**config.mk**
```make
export PLATFORM = sky130hd
export DESIGN_NAME = postfix_expression_evaluator_top
export DESIGN_NICKNAME = d
export VERILOG_FILES = /design/src/rtl/core/pfx_eval_pkg.sv /design/src/rtl/core/pfx_eval_ram.sv /design/src/rtl/core/postfix_expression_evaluator_top.sv
export SDC_FILE = /design/constraint.sdc
export NUM_CORES = 1
export LEC_CHECK = 0
export BUFFER_PORTS_ARGS = -buffer_cell sky130_fd_sc_hd__buf_2
export CAP_MARGIN = 10
export CORE_ASPECT_RATIO = 1.5
export CORE_UTILIZATION = 42
export DETAILED_ROUTE_END_ITERATION = 7
export PLACE_DENSITY = 0.63
export SYNTH_ARGS = -nofsm -noshare
export SYNTH_HDL_FRONTEND = slang
export SYNTH_SLANG_ARGS = --single-unit
```
**constraint.sdc**
```tcl
create_clock -name clk -period 7.1 [get_ports clk]
set_clock_uncertainty 0.15 [all_clocks]
set_input_delay 0.355 -clock clk [delete_from_list [all_inputs] [get_ports clk]]
set_output_delay 0.355 -clock clk [all_outputs]
set_load 0.03 [all_outputs]
```
**src/rtl/core/pfx_eval_pkg.sv**
```systemverilog
// ----------------------------------------------------------------------------
// pfx_eval_pkg
// Types, character codes and status codes shared by the postfix evaluator.
// ----------------------------------------------------------------------------
package pfx_eval_pkg;

  localparam int CHAR_W      = 8;
  localparam int RESULT_W    = 32;
  localparam int STATUS_W    = 2;
  localparam int OUT_TDATA_W = 40;

  localparam logic [CHAR_W-1:0] CHAR_ZERO  = 8'h30;
  localparam logic [CHAR_W-1:0] CHAR_NINE  = 8'h39;
  localparam logic [CHAR_W-1:0] CHAR_PLUS  = 8'h2B;
  localparam logic [CHAR_W-1:0] CHAR_MINUS = 8'h2D;
  localparam logic [CHAR_W-1:0] CHAR_STAR  = 8'h2A;
  localparam logic [CHAR_W-1:0] CHAR_SLASH = 8'h2F;

  typedef enum logic [3:0] {
    ST_IDLE,
    ST_RD_RIGHT,
    ST_RD_LEFT,
    ST_LOAD_LEFT,
    ST_ADD,
    ST_MUL,
    ST_ABS_LEFT,
    ST_ABS_RIGHT,
    ST_DIV,
    ST_DIV_SIGN,
    ST_PUSH,
    ST_RD_TOP,
    ST_EMIT
  } state_t;

  typedef enum logic [1:0] {
    OP_ADD,
    OP_SUB,
    OP_MUL,
    OP_DIV
  } op_t;

  typedef enum logic [STATUS_W-1:0] {
    STAT_OK        = 2'd0,
    STAT_UNDERFLOW = 2'd1,
    STAT_DIV_ZERO  = 2'd2,
    STAT_OVERFLOW  = 2'd3
  } status_t;

  // The first error of an expression is kept until the result goes out.
  function automatic status_t sticky(status_t cur, status_t code);
    return (cur == STAT_OK) ? code : cur;
  endfunction

endpackage

```
**src/rtl/core/pfx_eval_ram.sv**
```systemverilog
// ----------------------------------------------------------------------------
// pfx_eval_ram
// Generic single-write, single-read RAM with a registered read port.
// ----------------------------------------------------------------------------
module pfx_eval_ram #(
  parameter int WIDTH = 32,
  parameter int DEPTH = 16
) (
  input  logic                     clk,
  input  logic                     wr_en,
  input  logic [$clog2(DEPTH)-1:0] wr_addr,
  input  logic [WIDTH-1:0]         wr_data,
  input  logic [$clog2(DEPTH)-1:0] rd_addr,
  output logic [WIDTH-1:0]         rd_data
);

  logic [WIDTH-1:0] mem [DEPTH];

  always_ff @(posedge clk) begin
    if (wr_en) begin
      mem[wr_addr] <= wr_data;
    end
    rd_data <= mem[rd_addr];
  end

endmodule

```
**src/rtl/core/postfix_expression_evaluator_top.sv**
```systemverilog
// ----------------------------------------------------------------------------
// postfix_expression_evaluator_top
// Reverse Polish calculator over a stream of ASCII characters.
// ----------------------------------------------------------------------------
// The block takes one ASCII character per input transfer. A digit pushes its
// value onto a value stack held in a RAM; + - * / pop the right operand, then
// the left one, and push the wrapped VALUE_WIDTH-bit result, with division
// truncating toward zero. Other characters are ignored. On a transfer with
// tlast set, the character is processed first, then one result transfer goes
// out with the top of stack (zero if empty) and the first error seen since
// the previous result: underflow, divide by zero or overflow. The stack and
// the status are then cleared. All arithmetic runs through one shared adder
// under a small sequencer, and the input is not ready while it works. Digits
// and ignored characters need no sequencer steps; * runs one shift-add step
// per bit, and / runs sign removal, one restoring step per quotient bit and
// a sign fix, except / by zero, which skips them. An operator with fewer than
// two values held is not carried out. A transfer with tlast adds a top-of-stack
// read, plus any wait for the output register to be taken. The stack RAM has
// one write and one registered read port, so the two operands are fetched on
// separate cycles.
// ----------------------------------------------------------------------------
module postfix_expression_evaluator_top #(
  parameter int STACK_DEPTH = 16,
  parameter int VALUE_WIDTH = 32
) (
  input  logic                                   clk,
  input  logic                                   rst,
  // Input stream: tdata[7:0] character; tlast marks the final character.
  input  logic                                   s_tvalid,
  output logic                                   s_tready,
  input  logic [pfx_eval_pkg::CHAR_W-1:0]        s_tdata,
  input  logic                                   s_tlast,
  // Result stream: tdata[31:0] value, [33:32] status, [39:34] zero.
  output logic                                   m_tvalid,
  input  logic                                   m_tready,
  output logic [pfx_eval_pkg::OUT_TDATA_W-1:0]   m_tdata
);

  localparam int AddrW = $clog2(STACK_DEPTH);
  localparam int PtrW  = $clog2(STACK_DEPTH + 1);
  localparam int CntW  = $clog2(VALUE_WIDTH);
  localparam int SumW  = VALUE_WIDTH + 2;
  localparam int ExtW  = (VALUE_WIDTH > pfx_eval_pkg::RESULT_W) ?
                         VALUE_WIDTH : pfx_eval_pkg::RESULT_W;
  localparam int PadW  = pfx_eval_pkg::OUT_TDATA_W - pfx_eval_pkg::RESULT_W -
                         pfx_eval_pkg::STATUS_W;

  pfx_eval_pkg::state_t  state, state_next;
  pfx_eval_pkg::op_t     op;
  pfx_eval_pkg::status_t status;
  pfx_eval_pkg::status_t status_out;

  logic [PtrW-1:0]        sp;
  logic                   last_q;
  logic [VALUE_WIDTH-1:0] right_q;
  logic [VALUE_WIDTH-1:0] left_q;
  logic [VALUE_WIDTH-1:0] acc;
  logic [VALUE_WIDTH-1:0] result_q;
  logic                   neg_q;
  logic [CntW-1:0]        count;
  logic [pfx_eval_pkg::RESULT_W-1:0] value_q;

  // Character decode.
  logic                   in_fire;
  logic                   is_digit;
  logic                   is_op;
  pfx_eval_pkg::op_t      char_op;
  logic [3:0]             digit;
  logic                   stack_full;
  logic                   two_held;
  logic                   out_free;
  logic                   count_end;
  logic [PtrW-1:0]        sp_dec1;
  logic [PtrW-1:0]        sp_dec2;

  // Shared adder.
  logic [VALUE_WIDTH:0]   add_a;
  logic [VALUE_WIDTH:0]   add_b;
  logic                   add_cin;
  logic [SumW-1:0]        sum;
  logic                   div_ge;

  // Stack RAM ports.
  logic                   ram_wr_en;
  logic [AddrW-1:0]       ram_wr_addr;
  logic [VALUE_WIDTH-1:0] ram_wr_data;
  logic [AddrW-1:0]       ram_rd_addr;
  logic [VALUE_WIDTH-1:0] ram_rd_data;
  logic [ExtW-1:0]        top_ext;

  assign in_fire    = s_tvalid && s_tready;
  assign is_digit   = (s_tdata >= pfx_eval_pkg::CHAR_ZERO) &&
                      (s_tdata <= pfx_eval_pkg::CHAR_NINE);
  assign is_op      = (s_tdata == pfx_eval_pkg::CHAR_PLUS)  ||
                      (s_tdata == pfx_eval_pkg::CHAR_MINUS) ||
                      (s_tdata == pfx_eval_pkg::CHAR_STAR)  ||
                      (s_tdata == pfx_eval_pkg::CHAR_SLASH);
  assign digit      = 4'(s_tdata - pfx_eval_pkg::CHAR_ZERO);
  assign stack_full = (sp >= PtrW'(STACK_DEPTH));
  assign two_held   = (sp >= PtrW'(2));
  assign out_free   = !m_tvalid || m_tready;
  assign count_end  = (count == CntW'(VALUE_WIDTH - 1));
  assign sp_dec1    = sp - PtrW'(1);
  assign sp_dec2    = sp - PtrW'(2);
  assign sum        = SumW'(add_a) + SumW'(add_b) + SumW'(add_cin);
  // Carry out of a subtract means the shifted remainder covers the divisor.
  assign div_ge     = sum[SumW-1];
  assign top_ext    = ExtW'(ram_rd_data);

  always_comb begin
    case (s_tdata)
      pfx_eval_pkg::CHAR_PLUS:  char_op = pfx_eval_pkg::OP_ADD;
      pfx_eval_pkg::CHAR_MINUS: char_op = pfx_eval_pkg::OP_SUB;
      pfx_eval_pkg::CHAR_STAR:  char_op = pfx_eval_pkg::OP_MUL;
      default:                  char_op = pfx_eval_pkg::OP_DIV;
    endcase
  end

  // Next-state logic of the sequencer.
  always_comb begin
    state_next = state;
    case (state)
      pfx_eval_pkg::ST_IDLE: begin
        if (in_fire) begin
          if (is_op && two_held) begin
            state_next = pfx_eval_pkg::ST_RD_RIGHT;
          end else if (s_tlast) begin
            state_next = pfx_eval_pkg::ST_RD_TOP;
          end
        end
      end
      pfx_eval_pkg::ST_RD_RIGHT: state_next = pfx_eval_pkg::ST_RD_LEFT;
      pfx_eval_pkg::ST_RD_LEFT:  state_next = pfx_eval_pkg::ST_LOAD_LEFT;
      pfx_eval_pkg::ST_LOAD_LEFT: begin
        case (op)
          pfx_eval_pkg::OP_ADD: state_next = pfx_eval_pkg::ST_ADD;
          pfx_eval_pkg::OP_SUB: state_next = pfx_eval_pkg::ST_ADD;
          pfx_eval_pkg::OP_MUL: state_next = pfx_eval_pkg::ST_MUL;
          default: begin
            state_next = (right_q == '0) ? pfx_eval_pkg::ST_PUSH
                                         : pfx_eval_pkg::ST_ABS_LEFT;
          end
        endcase
      end
      pfx_eval_pkg::ST_ADD: state_next = pfx_eval_pkg::ST_PUSH;
      pfx_eval_pkg::ST_MUL: begin
        if (count_end) begin
          state_next = pfx_eval_pkg::ST_PUSH;
        end
      end
      pfx_eval_pkg::ST_ABS_LEFT:  state_next = pfx_eval_pkg::ST_ABS_RIGHT;
      pfx_eval_pkg::ST_ABS_RIGHT: state_next = pfx_eval_pkg::ST_DIV;
      pfx_eval_pkg::ST_DIV: begin
        if (count_end) begin
          state_next = pfx_eval_pkg::ST_DIV_SIGN;
        end
      end
      pfx_eval_pkg::ST_DIV_SIGN: state_next = pfx_eval_pkg::ST_PUSH;
      pfx_eval_pkg::ST_PUSH: begin
        state_next = last_q ? pfx_eval_pkg::ST_RD_TOP : pfx_eval_pkg::ST_IDLE;
      end
      pfx_eval_pkg::ST_RD_TOP: state_next = pfx_eval_pkg::ST_EMIT;
      pfx_eval_pkg::ST_EMIT: begin
        if (out_free) begin
          state_next = pfx_eval_pkg::ST_IDLE;
        end
      end
      default: state_next = pfx_eval_pkg::ST_IDLE;
    endcase
  end

  // Outputs of the sequencer: handshake, RAM ports and adder operands.
  always_comb begin
    s_tready    = (state == pfx_eval_pkg::ST_IDLE);
    ram_wr_en   = 1'b0;
    ram_wr_addr = sp[AddrW-1:0];
    ram_wr_data = VALUE_WIDTH'(digit);
    ram_rd_addr = (state == pfx_eval_pkg::ST_RD_LEFT) ? sp_dec2[AddrW-1:0]
                                                      : sp_dec1[AddrW-1:0];
    add_a       = '0;
    add_b       = '0;
    add_cin     = 1'b0;
    case (state)
      pfx_eval_pkg::ST_IDLE: begin
        ram_wr_en = in_fire && is_digit && !stack_full;
      end
      pfx_eval_pkg::ST_ADD: begin
        add_a = {1'b0, left_q};
        if (op == pfx_eval_pkg::OP_SUB) begin
          add_b   = {1'b0, ~right_q};
          add_cin = 1'b1;
        end else begin
          add_b   = {1'b0, right_q};
        end
      end
      pfx_eval_pkg::ST_MUL: begin
        add_a = {1'b0, acc};
        add_b = right_q[0] ? {1'b0, left_q} : '0;
      end
      pfx_eval_pkg::ST_ABS_LEFT: begin
        add_a   = {1'b0, left_q ^ {VALUE_WIDTH{left_q[VALUE_WIDTH-1]}}};
        add_cin = left_q[VALUE_WIDTH-1];
      end
      pfx_eval_pkg::ST_ABS_RIGHT: begin
        add_a   = {1'b0, right_q ^ {VALUE_WIDTH{right_q[VALUE_WIDTH-1]}}};
        add_cin = right_q[VALUE_WIDTH-1];
      end
      pfx_eval_pkg::ST_DIV: begin
        add_a   = {acc, left_q[VALUE_WIDTH-1]};
        add_b   = ~{1'b0, right_q};
        add_cin = 1'b1;
      end
      pfx_eval_pkg::ST_DIV_SIGN: begin
        add_a   = {1'b0, left_q ^ {VALUE_WIDTH{neg_q}}};
        add_cin = neg_q;
      end
      pfx_eval_pkg::ST_PUSH: begin
        ram_wr_en   = 1'b1;
        ram_wr_addr = sp_dec2[AddrW-1:0];
        ram_wr_data = result_q;
      end
      default: begin
      end
    endcase
  end

  // Control registers.
  always_ff @(posedge clk) begin
    if (rst) begin
      state    <= pfx_eval_pkg::ST_IDLE;
      sp       <= '0;
      status   <= pfx_eval_pkg::STAT_OK;
      m_tvalid <= 1'b0;
    end else begin
      state <= state_next;
      // A new result may replace one that is being taken in the same cycle.
      if (state == pfx_eval_pkg::ST_EMIT && out_free) begin
        m_tvalid <= 1'b1;
      end else if (m_tvalid && m_tready) begin
        m_tvalid <= 1'b0;
      end
      case (state)
        pfx_eval_pkg::ST_IDLE: begin
          if (in_fire && is_digit) begin
            if (stack_full) begin
              status <= pfx_eval_pkg::sticky(status, pfx_eval_pkg::STAT_OVERFLOW);
            end else begin
              sp <= sp + PtrW'(1);
            end
          end
          if (in_fire && is_op && !two_held) begin
            status <= pfx_eval_pkg::sticky(status, pfx_eval_pkg::STAT_UNDERFLOW);
          end
        end
        pfx_eval_pkg::ST_LOAD_LEFT: begin
          if (op == pfx_eval_pkg::OP_DIV && right_q == '0) begin
            status <= pfx_eval_pkg::sticky(status, pfx_eval_pkg::STAT_DIV_ZERO);
          end
        end
        pfx_eval_pkg::ST_PUSH: begin
          sp <= sp_dec1;
        end
        pfx_eval_pkg::ST_EMIT: begin
          if (out_free) begin
            sp     <= '0;
            status <= pfx_eval_pkg::STAT_OK;
          end
        end
        default: begin
        end
      endcase
    end
  end

  // Datapath registers.
  always_ff @(posedge clk) begin
    case (state)
      pfx_eval_pkg::ST_IDLE: begin
        if (in_fire) begin
          last_q <= s_tlast;
          op     <= char_op;
        end
      end
      pfx_eval_pkg::ST_RD_LEFT: begin
        right_q <= ram_rd_data;
      end
      pfx_eval_pkg::ST_LOAD_LEFT: begin
        left_q   <= ram_rd_data;
        acc      <= '0;
        count    <= '0;
        neg_q    <= ram_rd_data[VALUE_WIDTH-1] ^ right_q[VALUE_WIDTH-1];
        result_q <= '0;
      end
      pfx_eval_pkg::ST_ADD: begin
        result_q <= sum[VALUE_WIDTH-1:0];
      end
      pfx_eval_pkg::ST_MUL: begin
        // Shift-add: the multiplicand moves left, the multiplier right.
        acc      <= sum[VALUE_WIDTH-1:0];
        result_q <= sum[VALUE_WIDTH-1:0];
        left_q   <= {left_q[VALUE_WIDTH-2:0], 1'b0};
        right_q  <= {1'b0, right_q[VALUE_WIDTH-1:1]};
        count    <= count + CntW'(1);
      end
      pfx_eval_pkg::ST_ABS_LEFT: begin
        left_q <= sum[VALUE_WIDTH-1:0];
      end
      pfx_eval_pkg::ST_ABS_RIGHT: begin
        right_q <= sum[VALUE_WIDTH-1:0];
      end
      pfx_eval_pkg::ST_DIV: begin
        // Restoring division: left_q shifts the dividend out and the
        // quotient in, acc holds the partial remainder.
        acc    <= div_ge ? sum[VALUE_WIDTH-1:0]
                         : {acc[VALUE_WIDTH-2:0], left_q[VALUE_WIDTH-1]};
        left_q <= {left_q[VALUE_WIDTH-2:0], div_ge};
        count  <= count + CntW'(1);
      end
      pfx_eval_pkg::ST_DIV_SIGN: begin
        result_q <= sum[VALUE_WIDTH-1:0];
      end
      pfx_eval_pkg::ST_EMIT: begin
        if (out_free) begin
          if (sp == '0) begin
            value_q    <= '0;
            status_out <= pfx_eval_pkg::sticky(status, pfx_eval_pkg::STAT_UNDERFLOW);
          end else begin
            value_q    <= top_ext[pfx_eval_pkg::RESULT_W-1:0];
            status_out <= status;
          end
        end
      end
      default: begin
      end
    endcase
  end

  assign m_tdata = {{PadW{1'b0}}, status_out, value_q};

  pfx_eval_ram #(
    .WIDTH (VALUE_WIDTH),
    .DEPTH (STACK_DEPTH)
  ) u_stack (
    .clk     (clk),
    .wr_en   (ram_wr_en),
    .wr_addr (ram_wr_addr),
    .wr_data (ram_wr_data),
    .rd_addr (ram_rd_addr),
    .rd_data (ram_rd_data)
  );

endmodule

```
==> impl_metrics.tcl <==
set metrics [dict create \
    status "completed" \
    rsz0062_at_grt "false" \
    max_stage_delay_ns 0.61 \
    fin_setup_tns_ns 0 \
    synthCells 2252 \
    relSlewSlack_pct 23.55 \
    dpl.hpwl_mm 51.93 \
    routed.top_layer "met4" \
    dieWidth_um 229.7 \
    nets 2335 \
    dr.pass1.iters 5 \
    dp_slack_ns 0.8969 \
    p_leak_nw 12.77 \
    die_h_um 343.6 \
    vias_per_cell 5.825 \
    clock-sinks 727 \
    irDropWorstVdd_v 0.0002541 \
    tightest_slew_ns 1.142 \
    initial_core_util_pct 42.63 \
    period_share_pct 89.08 \
    grt_pass1_wl_mm 124.2 \
    finalHoldViolCount 0 \
    n_fill_cell 6594 \
    grt_usage_pct 21.00 \
    wl_met1_mm 32.24 \
    first_iter_violations 1876 \
    crit_path_cell_trace "inv_1 > nor2_2 > buf_4 > nand2_1 > nor2_1 > a22o_1 > buf_4 > nor2_1 > a21oi_1 > nor2_1 > fa_1 > fa_1 > and2b_1 > o2111ai_1 > a211oi_2 > o211ai_2 > o41ai_4 > a31oi_1 > mux2i_1 > nor2_1 > mux2_4 > o22ai_2" \
    avgRoutedWirePerCell_um 24.81 \
    wl_met3_mm 3.710 \
    syn_avg_cell_area_um2 14.51 \
    portBuffers 48 \
    via_count 19460 \
    clockRootBuffer "clkbuf_16" \
    ys_ff_latch 727 \
    synth.cell_area_um2 32680 \
    fp.coreArea_um2 76640 \
    post_dp_cell_area_um2 34160 \
    clockBufferDepth 3 \
    grt_antenna_before_repair 0 \
    yosysSeqAreaShare_pct 65.46 \
    hp-class "in -> reg" \
    finalSetupViolations 0 \
    arrival_ns 6.52 \
    met2_length_mm 44.80 \
    max_freq_mhz 158.1 \
    final_cell_area_um2 36350 \
    grt_max_degree 129 \
    insertion_delay_ns 0.60 \
    yosys_warnings 0 \
    die_area_um2 78940 \
    setup_slack_ns 0.7757 \
    timing.setup.critical_path_class "reg -> reg" \
    path_max_fanout 33 \
    synth_top_area_share_pct 62.77 \
    crit_path_end_kind "register" \
    pin_count 55 \
    rows 124 \
    critPathLaunchType "register" \
    area_growth_pct 11.23 \
    post-synth-top-area-cell "edfxtp_1" \
    crit_top_cell "nor2_1" \
    grt_pass1_vias 19650 \
    yosysMostFrequentCell "edfxtp_1" \
    finalMaxSlewViolations 0 \
    max_cap_viol_count 0 \
    route.detailed.drc 0 \
    drive_gt1_share_pct 16.01 \
    cts_tree "done" \
    cts_max_level 3 \
    slowest_stage "dfxtp_1" \
    gp_congestion 0.8994 \
    wirelength_mm 82.85 \
    cts_setup_buffers 0 \
    path_clk_slew_ns 0.07 \
    synthTopCellsByArea "edfxtp_1, mux4_2, dfxtp_1, nor2_1, a21oi_1" \
    required_ns 7.29 \
    ant_nets 0 \
    numCtsBuffers 67 \
    synthArstFlopShare_pct 0 \
    ys.flop_type "edfxtp_1" \
    synth-edff-count 683 \
    p_per_area_nw_per_um2 387.9 \
    yosysUniqueCellTypes 78 \
    gr-total-overflow 0 \
    finalCriticalPeriod_ns 6.324 \
    synth.top_cells.by_count "edfxtp_1, nor2_1, nand2_1" \
]
## cells by family (layout without fill, tap and decap cells)
| logic type | after synthesis | count (layout) | share of synthesized area [%] |
|---|---|---|---|
| muxes | 188 | 188 | 10.69 |
| other | 1 | 8 | 0.01148 |
| xor gates and xnor gates | 81 | 81 | 2.171 |
| adders and majority gates | 44 | 44 | 1.731 |
| DFF | 727 | 727 | 65.46 |
| AOI/OAI and AO/OA | 485 | 485 | 9.868 |
| buffers and inverters | 181 | 254 | 2.343 |
| and+or+nand+nor | 545 | 545 | 7.719 |
## power by group
| part | switching [mW] | internal (mW) | leakage (nW) | total (mW) |
|---|---|---|---|---|
| Clock | 1.58 | 1.93 | 1.02 | 3.51 |
| Sequential | 0.464 | 5.31 | 6.91 | 5.78 |
| Combinational | 2.98 | 1.83 | 4.83 | 4.81 |
## per-layer routing
layer  GRT usage [%]  vias to the layer above
li1                -                     8804
met1           25.29                     9977
met2           38.94                      551
met3           2.462                      125
met4           6.760                        0
met5               0                        -
## final timing paths
path	start	end	slack (ns)	cells past startpoint
min reg2reg	status[1]	status_out[1]	0.41	0
min	s_tvalid	last_q	0.10	2
max reg2reg	state[3]	acc[28]	0.78	22
max	state[3]	acc[28]	0.78	22
## sequential cells by signal (all words and copies together), names as in the netlist, 4 cells and up
register         count
value_q             32
u_stack.mem        512
result_q            32
right_q             32
acc                 32
state                4
sp                   5
count                5
u_stack.rd_data     32
left_q              32
## repair_timing
action | in CTS | in global routing
hold buffers | 8 | 0
endpoints found under the hold margin | 15 | 0
gates resized for setup | 0 | 0
## critical path, delay by kind of cell, from the launching register on
family | cells | cell delay, ns
compound gates | 8 | 1.97
fa+ha+maj | 2 | 0.92
simple gates | 7 | 1.18
mux | 2 | 0.39
buf+inv | 3 | 0.86
flops | 1 | 0.61
## per-stage QoR
| stage | cells | util (%) | hold WS, ns | power [mW] |
|---|---|---|---|---|
| final | 3340 | 47.42 | 0.1000 | 14.10 |
| after global routing | 3338 | 47.42 | 0.1029 | 14.76 |
| after CTS | 3338 | 47.42 | 0.06138 | 14.13 |
| after detailed placement | 3209 | 44.58 | 0.3631 | 10.63 |
| after global placement | 3209 | 44.58 | 0.3500 | 10.57 |
| after floorplan | 2257 | - | 0.2771 | 9.185 |
## cell type report
type	count	area, µm²	area share [%]
multi-input cells	1349	10750	29.58
diodes	2	5.005	0.01377
repair buffers	104	730.7	2.010
flip-flops and latches	727	21390	58.85
clock buffers	86	1853	5.098
inverters	29	108.9	0.2995
well taps	1008	1261	3.470
clock inverters	35	245.2	0.6747
## layout by cell type (no fill, tap or decap), drive strengths merged, types with 7 or more instances in the layout
master / netlist / routed
edfxtp: 683 / 683
xnor2: 58 / 58
clkinv: 1 / 25
xor2: 23 / 23
and3: 37 / 37
nor2b: 69 / 69
a211oi: 41 / 41
o21ai: 111 / 111
nand2: 162 / 162
mux4: 128 / 128
dfxtp: 44 / 44
a31oi: 7 / 7
buf: 44 / 96
a21o: 20 / 20
dlygate4sd3: 0 / 8
nor2: 196 / 196
nor3: 9 / 9
and2: 8 / 8
mux2i: 54 / 54
nand4: 7 / 7
a21oi: 132 / 132
a22oi: 32 / 32
inv: 28 / 31
nor4: 7 / 7
o221ai: 11 / 11
ha: 42 / 42
nand2b: 8 / 8
a221o: 46 / 46
nand3: 25 / 25
o211ai: 19 / 19
o22ai: 20 / 20
clkbuf: 108 / 86
(Power assumes the default switching activity.)
